<file path="config.mk">
export PLATFORM = sky130hd
export DESIGN_NAME = tlv_eeprom_record_parser_core
export DESIGN_NICKNAME = d
export VERILOG_FILES = /design/src/hw/rtl/tlvp_pkg.sv /design/src/hw/rtl/tlv_eeprom_record_parser_core.sv /design/src/hw/rtl/tlvp_front.sv /design/src/hw/rtl/tlvp_back.sv
export SDC_FILE = /design/constraint.sdc
export NUM_CORES = 1
export LEC_CHECK = 0
export ABC_AREA = 1
export BUFFER_PORTS_ARGS = -buffer_cell sky130_fd_sc_hd__buf_2
export CAP_MARGIN = 10
export CORE_MARGIN = 10
export CORE_UTILIZATION = 57
export DETAILED_ROUTE_END_ITERATION = 8
export GPL_TIMING_DRIVEN = 0
export PLACE_DENSITY_LB_ADDON = 0.08
export SLEW_MARGIN = 10
export SYNTH_ARGS = -nofsm -noshare
export SYNTH_HDL_FRONTEND = slang
export SYNTH_SLANG_ARGS = --single-unit
export TNS_END_PERCENT = 20
</file>
<file path="constraint.sdc">
create_clock -name clk -period 7.1 [get_ports clk]
set_clock_uncertainty 0.2 [all_clocks]
set_input_delay 0.355 -clock clk [delete_from_list [all_inputs] [get_ports clk]]
set_output_delay 0.355 -clock clk [all_outputs]
set_load 0.02 [all_outputs]
</file>
<file path="src/hw/rtl/tlvp_pkg.sv">
package tlvp_pkg;

	localparam int MaxRecord = 2048;
	localparam int HdrLen = 11;
	localparam logic [10:0] MaxLen = 11'((MaxRecord - HdrLen) > 2047 ? 2047 : (MaxRecord - HdrLen));

	localparam logic [3:0] ST_OK        = 4'd0;
	localparam logic [3:0] ST_SHORT     = 4'd1;
	localparam logic [3:0] ST_SIGNATURE = 4'd2;
	localparam logic [3:0] ST_VERSION   = 4'd3;
	localparam logic [3:0] ST_LENGTH    = 4'd4;
	localparam logic [3:0] ST_NO_CRC    = 4'd5;
	localparam logic [3:0] ST_CRC_BAD   = 4'd6;
	localparam logic [3:0] ST_RESERVED  = 4'd7;
	localparam logic [3:0] ST_TRUNC     = 4'd8;

	localparam logic [7:0] TYPE_MAC   = 8'h24;
	localparam logic [7:0] TYPE_COUNT = 8'h26;
	localparam logic [7:0] TYPE_VID   = 8'h2A;
	localparam logic [7:0] TYPE_CRC   = 8'hFE;
	localparam logic [7:0] TYPE_VEND  = 8'hFD;
	localparam logic [7:0] TYPE_STR_LO = 8'h21;
	localparam logic [7:0] TYPE_STR_HI = 8'h2E;
	localparam logic [7:0] TYPE_RSV_LO = 8'h00;
	localparam logic [7:0] TYPE_RSV_HI = 8'hFF;

	typedef enum logic [3:0] {
		PH_TYPE  = 4'b0001,
		PH_LEN   = 4'b0010,
		PH_VALUE = 4'b0100,
		PH_HALT  = 4'b1000
	} phase_t;

	// one classified byte handed from front to back
	typedef struct packed {
		logic        emit;
		logic [7:0]  etype;
		logic [7:0]  vidx;
		logic [7:0]  vbyte;
		logic        done;
		logic [10:0] dlen;
		logic        fin;
		logic [3:0]  status;
	} work_t;

	// one result item
	typedef struct packed {
		logic        kind;
		logic [7:0]  etype;
		logic [7:0]  vidx;
		logic [7:0]  vbyte;
		logic        done;
		logic [3:0]  status;
		logic [10:0] dlen;
		logic        last;
	} result_t;

	function automatic logic [31:0] crc_byte(input logic [31:0] c_in, input logic [7:0] b);
		logic [31:0] c;
		c = c_in ^ {24'd0, b};
		for (int k = 0; k < 8; k++)
			c = c[0] ? ((c >> 1) ^ 32'hEDB88320) : (c >> 1);
		return c;
	endfunction

	function automatic logic [7:0] type_cap(input logic [7:0] t);
		logic [7:0] r;
		case (t)
			TYPE_MAC:   r = 8'd6;
			TYPE_COUNT: r = 8'd1;
			TYPE_VID:   r = 8'd2;
			TYPE_CRC:   r = 8'd4;
			default:    r = (t >= TYPE_STR_LO && t <= TYPE_STR_HI) ? 8'd255 : 8'd0;
		endcase
		return r;
	endfunction

	function automatic logic [7:0] sig_byte(input logic [2:0] p);
		logic [7:0] r;
		case (p)
			3'd0: r = 8'h54;
			3'd1: r = 8'h6C;
			3'd2: r = 8'h76;
			3'd3: r = 8'h49;
			3'd4: r = 8'h6E;
			3'd5: r = 8'h66;
			3'd6: r = 8'h6F;
			default: r = 8'h00;
		endcase
		return r;
	endfunction

endpackage

</file>
<file path="src/hw/rtl/tlv_eeprom_record_parser_core.sv">
// record parser: push one eeprom byte per cycle while full is low, up to one
// request per cycle sustained; the front classifies a byte and registers the
// byte-wide crc-32 and parse state; a four-entry queue feeds the outputs.
// a result shows on the outputs once it is at the head of the queue; bytes
// that give no result never enter the queue. a value byte gives one result,
// the final byte gives its value result (if any) and then the status, so a
// last byte costs one or two pops. full rises only while four entries wait.
// value results are speculative: discard them when the status is not zero.
module tlv_eeprom_record_parser_core import tlvp_pkg::*; (
	input  logic        clk,
	input  logic        arst_n,
	input  logic        push,
	output logic        full,
	input  logic [7:0]  data_byte,
	input  logic        last_byte,
	output logic        empty,
	input  logic        pop,
	output logic        kind,
	output logic [7:0]  entry_type,
	output logic [7:0]  value_index,
	output logic [7:0]  value_out,
	output logic        entry_done,
	output logic [3:0]  status,
	output logic [10:0] declared_length,
	output logic        last
);

	work_t   work;
	result_t res;
	logic    go;

	// accepted request
	assign go = push && !full;

	tlvp_front u_front (
		.clk, .arst_n, .in_go(go), .data_byte, .last_byte, .work
	);

	tlvp_back u_back (
		.clk, .arst_n, .wr(go), .wdata(work), .full, .empty, .pop, .res
	);

	assign kind = res.kind;
	assign entry_type = res.etype;
	assign value_index = res.vidx;
	assign value_out = res.vbyte;
	assign entry_done = res.done;
	assign status = res.status;
	assign declared_length = res.dlen;
	assign last = res.last;

endmodule

</file>
<file path="src/hw/rtl/tlvp_front.sv">
module tlvp_front import tlvp_pkg::*; (
	input  logic       clk,
	input  logic       arst_n,
	input  logic       in_go,
	input  logic [7:0] data_byte,
	input  logic       last_byte,
	output work_t      work
);

	logic [11:0] pos_q;
	logic [10:0] tlen_q;
	logic        hgood_q;
	phase_t      phase_q;
	logic [7:0]  ctype_q;
	logic [7:0]  rem_q;
	logic [7:0]  vcnt_q;
	logic [31:0] crc_q;
	logic [31:0] scrc_q;
	logic        crcok_q;
	logic [3:0]  ferr_q;

	logic [11:0] pos_n;
	logic [10:0] tlen_n;
	logic        hgood_n;
	phase_t      phase_n;
	logic [7:0]  ctype_n;
	logic [7:0]  rem_n;
	logic [7:0]  vcnt_n;
	logic [31:0] crc_n;
	logic [31:0] scrc_n;
	logic        crcok_n;
	logic [3:0]  ferr_n;
	logic [11:0] rec_end;
	logic [11:0] full_len;
	logic [8:0]  vlen;
	logic [7:0]  cap;
	logic [8:0]  lim;
	logic [12:0] cnt;
	logic [3:0]  st;

	always_comb begin
		pos_n = pos_q; tlen_n = tlen_q; hgood_n = hgood_q; phase_n = phase_q;
		ctype_n = ctype_q; rem_n = rem_q; vcnt_n = vcnt_q; crc_n = crc_q;
		scrc_n = scrc_q; crcok_n = crcok_q; ferr_n = ferr_q;
		rec_end = 12'(HdrLen) + {1'b0, tlen_q};
		full_len = {tlen_q[3:0], data_byte};
		vlen = {1'b0, vcnt_q} + {1'b0, rem_q};
		cap = type_cap(ctype_q);
		lim = (vlen < {1'b0, cap}) ? vlen : {1'b0, cap};
		work = '0;
		if (pos_q < 12'(HdrLen)) begin
			crc_n = crc_byte(crc_q, data_byte);
			if (pos_q < 12'd8) begin
				if (data_byte != sig_byte(pos_q[2:0])) begin
					if (hgood_q) ferr_n = ST_SIGNATURE;
					hgood_n = 1'b0;
				end
			end else if (pos_q == 12'd8) begin
				if (data_byte != 8'd1) begin
					if (hgood_q) ferr_n = ST_VERSION;
					hgood_n = 1'b0;
				end
			end else if (pos_q == 12'd9) begin
				tlen_n = {3'd0, data_byte};
			end else begin
				full_len = {tlen_q[3:0], data_byte};
				if ({tlen_q[7:0], data_byte} > {5'd0, MaxLen}) begin
					if (hgood_q) ferr_n = ST_LENGTH;
					hgood_n = 1'b0;
					tlen_n = (tlen_q[7:3] != 5'd0) ? 11'd2047 : full_len[10:0];
				end else begin
					tlen_n = full_len[10:0];
				end
			end
		end else if (hgood_q && pos_q < rec_end) begin
			if (pos_q + 12'd4 < rec_end) crc_n = crc_byte(crc_q, data_byte);
			else scrc_n = {scrc_q[23:0], data_byte};
			if (tlen_q >= 11'd6) begin
				if (pos_q == rec_end - 12'd6) crcok_n = (data_byte == TYPE_CRC);
				if (pos_q == rec_end - 12'd5) crcok_n = crcok_q && (data_byte == 8'd4);
			end
			case (phase_q)
				PH_TYPE: begin
					if (data_byte == TYPE_RSV_LO || data_byte == TYPE_RSV_HI) begin
						if (ferr_q == ST_OK) ferr_n = ST_RESERVED;
						phase_n = PH_HALT;
					end else begin
						ctype_n = data_byte;
						phase_n = PH_LEN;
					end
				end
				PH_LEN: begin
					rem_n = data_byte;
					vcnt_n = '0;
					phase_n = (data_byte != 8'd0) ? PH_VALUE : PH_TYPE;
				end
				PH_VALUE: begin
					if ({1'b0, vcnt_q} < lim) begin
						work.emit = 1'b1;
						work.etype = ctype_q;
						work.vidx = vcnt_q;
						work.vbyte = data_byte;
						work.done = ({1'b0, vcnt_q} + 9'd1 == lim);
					end
					vcnt_n = vcnt_q + 8'd1;
					rem_n = rem_q - 8'd1;
					if (rem_q == 8'd1) phase_n = PH_TYPE;
				end
				default: ;
			endcase
		end
		if (pos_q != 12'd4095) pos_n = pos_q + 12'd1;
		work.dlen = tlen_n;
		cnt = {1'b0, pos_q} + 13'd1;
		if (cnt < 13'(HdrLen)) st = ST_SHORT;
		else if (!hgood_n) st = ferr_n;
		else if (cnt < 13'(HdrLen) + {2'b0, tlen_n}) st = ST_TRUNC;
		else if (!crcok_n) st = ST_NO_CRC;
		else if (~crc_n != scrc_n) st = ST_CRC_BAD;
		else if (ferr_n == ST_RESERVED) st = ST_RESERVED;
		else st = ST_OK;
		work.fin = last_byte;
		work.status = st;
		if (last_byte && cnt < 13'(HdrLen)) work.dlen = '0;
	end

	always_ff @(posedge clk or negedge arst_n) begin
		if (!arst_n) begin
			pos_q <= '0; tlen_q <= '0; hgood_q <= 1'b1; phase_q <= PH_TYPE;
			ctype_q <= '0; rem_q <= '0; vcnt_q <= '0; crc_q <= '1;
			scrc_q <= '0; crcok_q <= 1'b0; ferr_q <= '0;
		end else if (in_go) begin
			if (last_byte) begin
				pos_q <= '0; tlen_q <= '0; hgood_q <= 1'b1; phase_q <= PH_TYPE;
				ctype_q <= '0; rem_q <= '0; vcnt_q <= '0; crc_q <= '1;
				scrc_q <= '0; crcok_q <= 1'b0; ferr_q <= '0;
			end else begin
				pos_q <= pos_n; tlen_q <= tlen_n; hgood_q <= hgood_n; phase_q <= phase_n;
				ctype_q <= ctype_n; rem_q <= rem_n; vcnt_q <= vcnt_n; crc_q <= crc_n;
				scrc_q <= scrc_n; crcok_q <= crcok_n; ferr_q <= ferr_n;
			end
		end
	end

endmodule

</file>
<file path="src/hw/rtl/tlvp_back.sv">
module tlvp_back import tlvp_pkg::*; (
	input  logic    clk,
	input  logic    arst_n,
	input  logic    wr,
	input  work_t   wdata,
	output logic    full,
	output logic    empty,
	input  logic    pop,
	output result_t res
);

	// queue of classified bytes; each entry expands to one or two results
	localparam int Depth = 4;
	work_t       mem_q [Depth];
	logic [1:0]  wp_q, rp_q;
	logic [2:0]  cnt_q;
	logic        half_q;
	work_t       head;
	logic        two;
	logic        rd;
	logic        wr_en;

	assign head = mem_q[rp_q];
	assign two = head.emit && head.fin;
	assign empty = (cnt_q == 3'd0);
	assign full = (cnt_q == 3'(Depth));
	assign wr_en = wr && (wdata.emit || wdata.fin);
	assign rd = pop && !empty && (!two || half_q);

	always_comb begin
		res = '0;
		res.dlen = head.dlen;
		if (head.emit && !half_q) begin
			res.etype = head.etype;
			res.vidx = head.vidx;
			res.vbyte = head.vbyte;
			res.done = head.done;
			res.last = !head.fin;
		end else begin
			res.kind = 1'b1;
			res.status = head.status;
			res.last = 1'b1;
		end
	end

	always_ff @(posedge clk) begin
		if (wr_en) mem_q[wp_q] <= wdata;
	end

	always_ff @(posedge clk or negedge arst_n) begin
		if (!arst_n) begin
			wp_q <= '0; rp_q <= '0; cnt_q <= '0; half_q <= 1'b0;
		end else begin
			if (wr_en) wp_q <= wp_q + 2'd1;
			if (rd) rp_q <= rp_q + 2'd1;
			cnt_q <= cnt_q + {2'd0, wr_en} - {2'd0, rd};
			if (pop && !empty) half_q <= two && !half_q;
		end
	end

endmodule

</file>
# Yosys cells after proc, flatten, opt, wreduce, memory -nomap -nowiden

Memory sizes are Yosys's and may differ from the RTL's.
Index checks and enable logic that the tools add are counted.

Memory bits (read-only): 0
Memories: 1
Register bits after elaboration: 129
Input bits: 13
Bits in latches: 0
Output and inout bits: 44
RAM bits: 168
Logic and storage cells: 215

Add/subtract/negate cells: 15
Reductions and logical operators: 34
Shift-type cells: 0
Multiplexer cells: 97
Eq/ne operators: 31
$lt $le $gt $ge: 12
Bitwise operators: 10
Divide/modulo/power cells: 0
Multiply operators: 0

Memory list:

| memory       | words | width | rd ports | clocked after memory_dff | write ports | RTL line        | text |
|---|---|---|---|---|---|---|---|
| u_back.mem_q | 4     | 42    | 1        | 0                        | 1           | tlvp_back.sv:14 | `work_t mem_q [Depth];` |

Operators with widths:

| cell                                                                               | number |
|---|---|
| 32-bit 2-to-1 mux                                                                  | 16 |
| 8-bit 2-to-1 mux                                                                   | 14 |
| 13-bit NOT with 14-bit output                                                      | 8 |
| 26-bit 2-to-1 mux                                                                  | 4 |
| 4-bit 2-to-1 mux                                                                   | 26 |
| 11-bit 2-to-1 mux                                                                  | 8 |
| 7-bit one-hot mux with 7 select lines                                              | 1 |
| 32-bit inequality test                                                             | 1 |
| 32-bit NOT                                                                         | 1 |
| 8-bit one-hot mux with 2 select lines                                              | 2 |
| 8-bit one-hot mux with 4 select lines                                              | 1 |
| 32-bit by 8-bit XOR with 32-bit output                                             | 1 |
| 25-bit 2-to-1 mux                                                                  | 1 |
| 4-bit by 11-bit adder with 12-bit output (first input constant)                    | 2 |
| 12-bit equality test                                                               | 2 |
| 12-bit by 4-bit equality test with 1-bit output (second input constant)            | 2 |
| 8-bit by 6-bit equality test with 1-bit output (second input constant)             | 3 |
| 8-bit equality test (second input constant)                                        | 3 |
| 12-bit < comparator                                                                | 2 |
| 12-bit by 4-bit < comparator with 1-bit output (second input constant)             | 2 |
| 12-bit 2-to-1 mux                                                                  | 2 |
| 12-bit by 3-bit subtractor with 12-bit output (second input constant)              | 2 |
| 1-bit 2-to-1 mux                                                                   | 18 |
| 16-bit by 11-bit greater-than comparator with 1-bit output (second input constant) | 1 |
| other kinds (48)                                                                   | 76 |

# Depth between registers and ports, before layout

Depth in word-level cells: 27
Mapped depth: 34
Mapped depth without buffers: 34

# Hierarchy

Synthesis repeated with hierarchy kept, for this count alone.

Cells, all modules: 2,527
Area total of the unflattened synthesis: 19,660.1 µm²

Modules (own cells, without submodules):

| module                        | cells each | seq. area each (µm²) | area an instance (µm²) | times used |
|---|---|---|---|---|
| tlvp_front                    | 1,990      | 3,070.4              | 12,639.6               | 1 |
| tlvp_back                     | 535        | 5,245.0              | 7,010.5                | 1 |
| tlv_eeprom_record_parser_core | 2          | 0.0                  | 10.0                   | 1 |

# Worst setup path before layout

OpenSTA, ideal clock, no wires.

Path kind: reg-to-reg
From: register u_front.vcnt_q[0]
To: memory u_back.mem_q[0][0] in the netlist's numbering, enable pin
Data required time: 6,459 ps
Arrival time: 6,066 ps
Library setup time: 441 ps
Period minus slack after synthesis: 6,707 ps
Buffers on the path: 0
Setup slack: 393 ps
Cell stages (with the launch flop): 29
Path through: dfrtp_1 -> ha_1 -> fa_1 -> a21oi_1 -> o21bai_1 -> a21oi_1 -> nor2_1 -> nor2_1 -> xor2_1 -> inv_1 -> ha_1 -> a21oi_1 -> o31ai_1 -> nor2_1 -> nand2_1 -> or2_2 -> nand2_1 -> ha_1 -> a21oi_1 -> nor2_1 -> nor2_1 -> nand3_1 -> nand3_1 -> nand2_1 -> o21ai_0 -> nand4_1 -> a21oi_1 -> inv_1 -> nor2_1

Cells in the longest elaborated chain, start to end: 12

RTL lines:

| element                                         | RTL line          | text |
|---|---|---|
| start: declaration                              | tlvp_front.sv:16  | `logic [7:0] vcnt_q;` |
| start signal: assignment                        | tlvp_front.sv:139 | `ctype_q <= ctype_n; rem_q <= rem_n; vcnt_q <= vcnt_n; crc_q <= crc_n;` |
| 8-bit by 8-bit adder with 9-bit output          | tlvp_front.sv:47  | `vlen = {1'b0, vcnt_q} + {1'b0, rem_q};` |
| 9-bit by 8-bit < comparator with 1-bit output   | tlvp_front.sv:49  | `lim = (vlen < {1'b0, cap}) ? vlen : {1'b0, cap};` |
| 9-bit 2-to-1 mux                                | tlvp_front.sv:49  |  |
| 8-bit by 9-bit < comparator with 1-bit output * | tlvp_front.sv:98  | `if ({1'b0, vcnt_q} < lim) begin` |
| 26-bit 2-to-1 mux *                             | tlvp_front.sv:98  |  |
| 26-bit 2-to-1 mux *                             | tlvp_front.sv:82  | `case (phase_q)` |
| 26-bit 2-to-1 mux *                             | tlvp_front.sv:75  | `end else if (hgood_q && pos_q < rec_end) begin` |
| 26-bit 2-to-1 mux *                             | tlvp_front.sv:51  | `if (pos_q < 12'(HdrLen)) begin` |
| 1-bit logical OR *                              | tlvp_back.sv:27   | `assign wr_en = wr && (wdata.emit \|\| wdata.fin);` |
| 1-bit logical AND *                             | tlvp_back.sv:27   |  |
| via u_back.wr_en                                | tlvp_back.sv:21   | `logic wr_en;` |
| 1-bit 2-to-1 mux *                              | tlvp_back.sv:47   | `if (wr_en) mem_q[wp_q] <= wdata;` |
| 1-bit 2-to-1 mux (implied by the code) *        | tlvp_back.sv:47   |  |
| end: declaration                                | tlvp_back.sv:14   |  |

The timed path passes the listed nets; every way through them passes the cells marked *.

# Final worst setup path

From: register u_front.vcnt_q[0]
To: memory u_back.mem_q[3][36] in the netlist's numbering, enable pin

The elaborated chain is that of the path after synthesis.

==> results.sh <==
export IMPL_outcome="finished clean"
export IMPL_hold_class="in2reg"
export IMPL_htree_levels=2
export IMPL_tightest_slew_ns=1.153
export IMPL_fin_crit_sh=0.9532
export IMPL_synth_edf_count=168
export IMPL_crit_required_ns=7.11
export IMPL_post_cts_buffers=0
export IMPL_tns_ns=0
export IMPL_synth_seq_cells=297
export IMPL_post_route_min_period_ns=6.767
export IMPL_final_cells=3058
export IMPL_syn2layout_area_growth_pct=11.09
export IMPL_synth_area_per_cell_um2=7.650
export IMPL_wl_per_cell_um=19.38
export IMPL_grt_overflow_total=0
export IMPL_die_h_um=203.0
export IMPL_synthDistinctLibCells=59
export IMPL_cts_num_sinks=297
export IMPL_place_congestion=0.9642
export IMPL_cellPowerDensity_mw_per_mm2=444.8
export IMPL_layout_drive_gt1_share=0.08792
export IMPL_place_hpwl_um=44120
export IMPL_cts_inserted_buffers=34
export IMPL_antenna_found_initial=0
export IMPL_rows=66
export IMPL_yosysWarnings=0
export IMPL_critPathCapture="u_back.mem_q[3][36]$_DFFE_PP_"
export IMPL_clk_latency_ns=0.53
export IMPL_path_class="reg2reg"
export IMPL_maxCapViolCount=0
export IMPL_synth_seq_area_share=0.4359
export IMPL_post_drt_via_cell_ratio=5.835
export IMPL_pin_count=57
export IMPL_drc=0
export IMPL_vdd_ir_drop_max_uv=302.5
export IMPL_diodes=0
export IMPL_r2r_start="u_front.vcnt_q[0]$_DFFE_PN0P_"
export IMPL_ys_flop_type="edfxtp_1"
export IMPL_arrival_ns=6.78
export IMPL_critPathLaunch="u_front.vcnt_q[0]$_DFFE_PN0P_"
export IMPL_final_util=0.6465
export IMPL_dr_pass1_iters=6
export IMPL_die_w_um=203.0
export IMPL_ctsLongestPathBuffers=3
export IMPL_core_area_mm2=0.03278
export IMPL_cpLargestDelayFamily="simple AND/OR/NAND/NOR gates"
export IMPL_critPathCaptureType="flip-flop"
export IMPL_wirelength_um=59260
export IMPL_worst_path_max_delay_cell="nor2_4"
export IMPL_r2r_end="u_back.mem_q[3][36]$_DFFE_PP_"
export IMPL_io_buffers=53
export IMPL_grt_pass1_vias=16583
export IMPL_relSlewSlack=0.2244
export IMPL_grt_pass1_wl_um=91580
export IMPL_cts_reportedPaths_clkPinSlew_ns=0.07
export IMPL_fmax_mhz=147.8
export IMPL_cpPeakStageDelay_ns=0.61
export IMPL_drv_slew=0
export IMPL_syn_inst=2494
export IMPL_rr_worst_depth=29
export IMPL_leakagePower_nw=9.939
export IMPL_cp_num_buf_inv=3
export IMPL_syn_nets=2587
export IMPL_drt_iter0_markers=1766
export IMPL_start_util=0.5819
export IMPL_antenna_left=0
export IMPL_hold_viol_final=0
export IMPL_path_max_fanout=23
export IMPL_cp_num_cells=29
export IMPL_synth_area_mm2=0.01908
export IMPL_cts_root_buf="clkbuf_16"
export IMPL_setup_viol=0
export IMPL_fin_ws_ns=0.3325
export IMPL_track_usage=0.2793
export IMPL_crit_path_frequent_cell="nor2_1"
export IMPL_via_count=17843
export IMPL_dieArea_mm2=0.04119
export IMPL_async_flop_share=0.4343
export IMPL_preCtsSetupSlack_ns=0.04276
export IMPL_nNetsFinal=2685
export IMPL_rsz0062_at_grt="true"
export IMPL_cts_tree="done"
export IMPL_dpl_cell_count=2994
export IMPL_grt_max_degree=75
export IMPL_hold_worst_slack_ns=0.02994
export IMPL_startpoint_type="flip-flop"
export IMPL_worst_r2r_setup_slack_ns=0.33
## power breakdown
group,total (W),switching [W],internal [W]
Combinational,0.00523,0.00364,0.00159
Sequential,0.00242,0.000217,0.00220
Clock,0.00178,0.000738,0.00104
## how the worst min path moves through the flow
stage / start / to / depth (start not counted)
floorplan: arst_n / u_back.cnt_q[0]$_DFF_PN0_ / 0
global placement: u_front.scrc_q[26]$_DFFE_PN0P_ / u_front.scrc_q[26]$_DFFE_PN0P_ / 2
detailed placement: arst_n / u_front.pos_q[9]$_DFFE_PN0P_ / 1
CTS: data_byte[6] / u_front.ctype_q[6]$_DFFE_PN0P_ / 3
global route: data_byte[6] / u_front.ctype_q[6]$_DFFE_PN0P_ / 3
finish: data_byte[6] / u_front.ctype_q[6]$_DFFE_PN0P_ / 3
## layer usage
metal,global-route usage,share of wire,vias up
met5,0,0,-
met4,0.1103,0.038,0
met3,0.03932,0.085,131
met2,0.4567,0.47,775
met1,0.3680,0.41,8464
li1,-,-,8473
## sequential cells by signal (all words and copies together) (netlist names)
signal           cells
u_front.crc_q       32
u_front.pos_q       12
u_front.rem_q        8
u_back.mem_q       168
u_front.hgood_q      1
u_back.rp_q          2
u_front.phase_q      4
u_back.cnt_q         3
u_back.half_q        1
u_front.tlen_q      11
u_front.ctype_q      8
u_back.wp_q          2
u_front.crcok_q      1
u_front.vcnt_q       8
u_front.scrc_q      32
u_front.ferr_q       4
## cell usage in the layout (no fill, tap or decap), types with 4 or more instances in the layout
cell / instances
nand2_1: 699
nor2_1: 317
inv_1: 281
edfxtp_1: 168
o21ai_0: 165
nand3_1: 163
dfrtp_1: 95
o22ai_1: 91
ha_1: 78
buf_2: 62
xor2_1: 59
a21oi_1: 58
clkbuf_1: 55
nand4_1: 36
clkbuf_16: 35
dfstp_2: 34
a22oi_1: 23
o21ai_1: 18
inv_2: 15
nor3_1: 10
buf_6: 8
nor4_1: 7
xnor2_1: 7
buf_4: 7
nand2_2: 7
nand3b_1: 7
o211ai_1: 6
clkinv_1: 6
buf_1: 6
o21ai_2: 6
o21a_1: 5
nor2_4: 5
or2_2: 4
nand3_2: 4
nor2_2: 4
nand2_4: 4
a31oi_2: 4
clkinv_2: 4
buf_12: 4
## stage by stage
stage / area, um2 / power, W
after floorplan: 19080 / 0.006061
after global placement: 19900 / 0.007428
after detailed placement: 20040 / 0.007572
after CTS: 21180 / 0.009350
after global routing: 21190 / 0.01014
final: 21190 / 0.009427
## logic make-up after synthesis
family          after synthesis  share of synthesized area
compound gates              396                     0.1202
xor+xnor                     68                    0.03266
flops                       297                     0.4359
buf+inv                     377                    0.07922
simple gates               1275                     0.2782
mux                           1                  0.0005902
fa+ha+maj                    80                    0.05325
## worst reg2reg max path, delay by kind of cell (launching register included)
kind                       cells  cell delay [ns]
adders and majority gates      4             1.22
DFF                            1             0.43
xor gates and xnor gates       1             0.16
and+or+nand+nor               13             2.36
AOI/OAI and AO/OA              8             1.45
buffers and inverters          3             0.63
## Yosys cell counts, drive strengths merged (30+ instances only)
cell type / count / area (um2)
ha: 78 / 975.9
buf: 30 / 204.0
dfstp: 34 / 893.4
o21ai: 189 / 968.4
xor2: 59 / 516.8
inv: 296 / 1111
a21oi: 61 / 320.3
nand4: 38 / 250.2
clkbuf: 49 / 183.9
nor2: 326 / 1255
nand2: 710 / 2713
edfxtp: 168 / 5045
dfrtp: 95 / 2377
o22ai: 91 / 569.3
nand3: 168 / 873.3
## layout make-up
| class | count | area [um2] |
|---|---|---|
| Buffer | 79 | 387.9 |
| Clock buffer | 43 | 925.9 |
| Clock inverter | 17 | 180.2 |
| Fill cell | 2880 | 11590 |
| Inverter | 298 | 1124 |
| Multi-Input combinational cell | 1821 | 9299 |
| Sequential cell | 297 | 8315 |
| Tap cell | 442 | 553.0 |
| Timing Repair Buffer | 61 | 409.1 |
## what timing repair did
item / 4_1_cts / 5_1_grt
setup endpoints to repair: 20 / 168
hold endpoints to repair: 48 / 0
cloned: 0 / 1
hold buffers: 3 / 0
gates resized for setup: 1 / 1
Power figures use the tool's default switching activity.
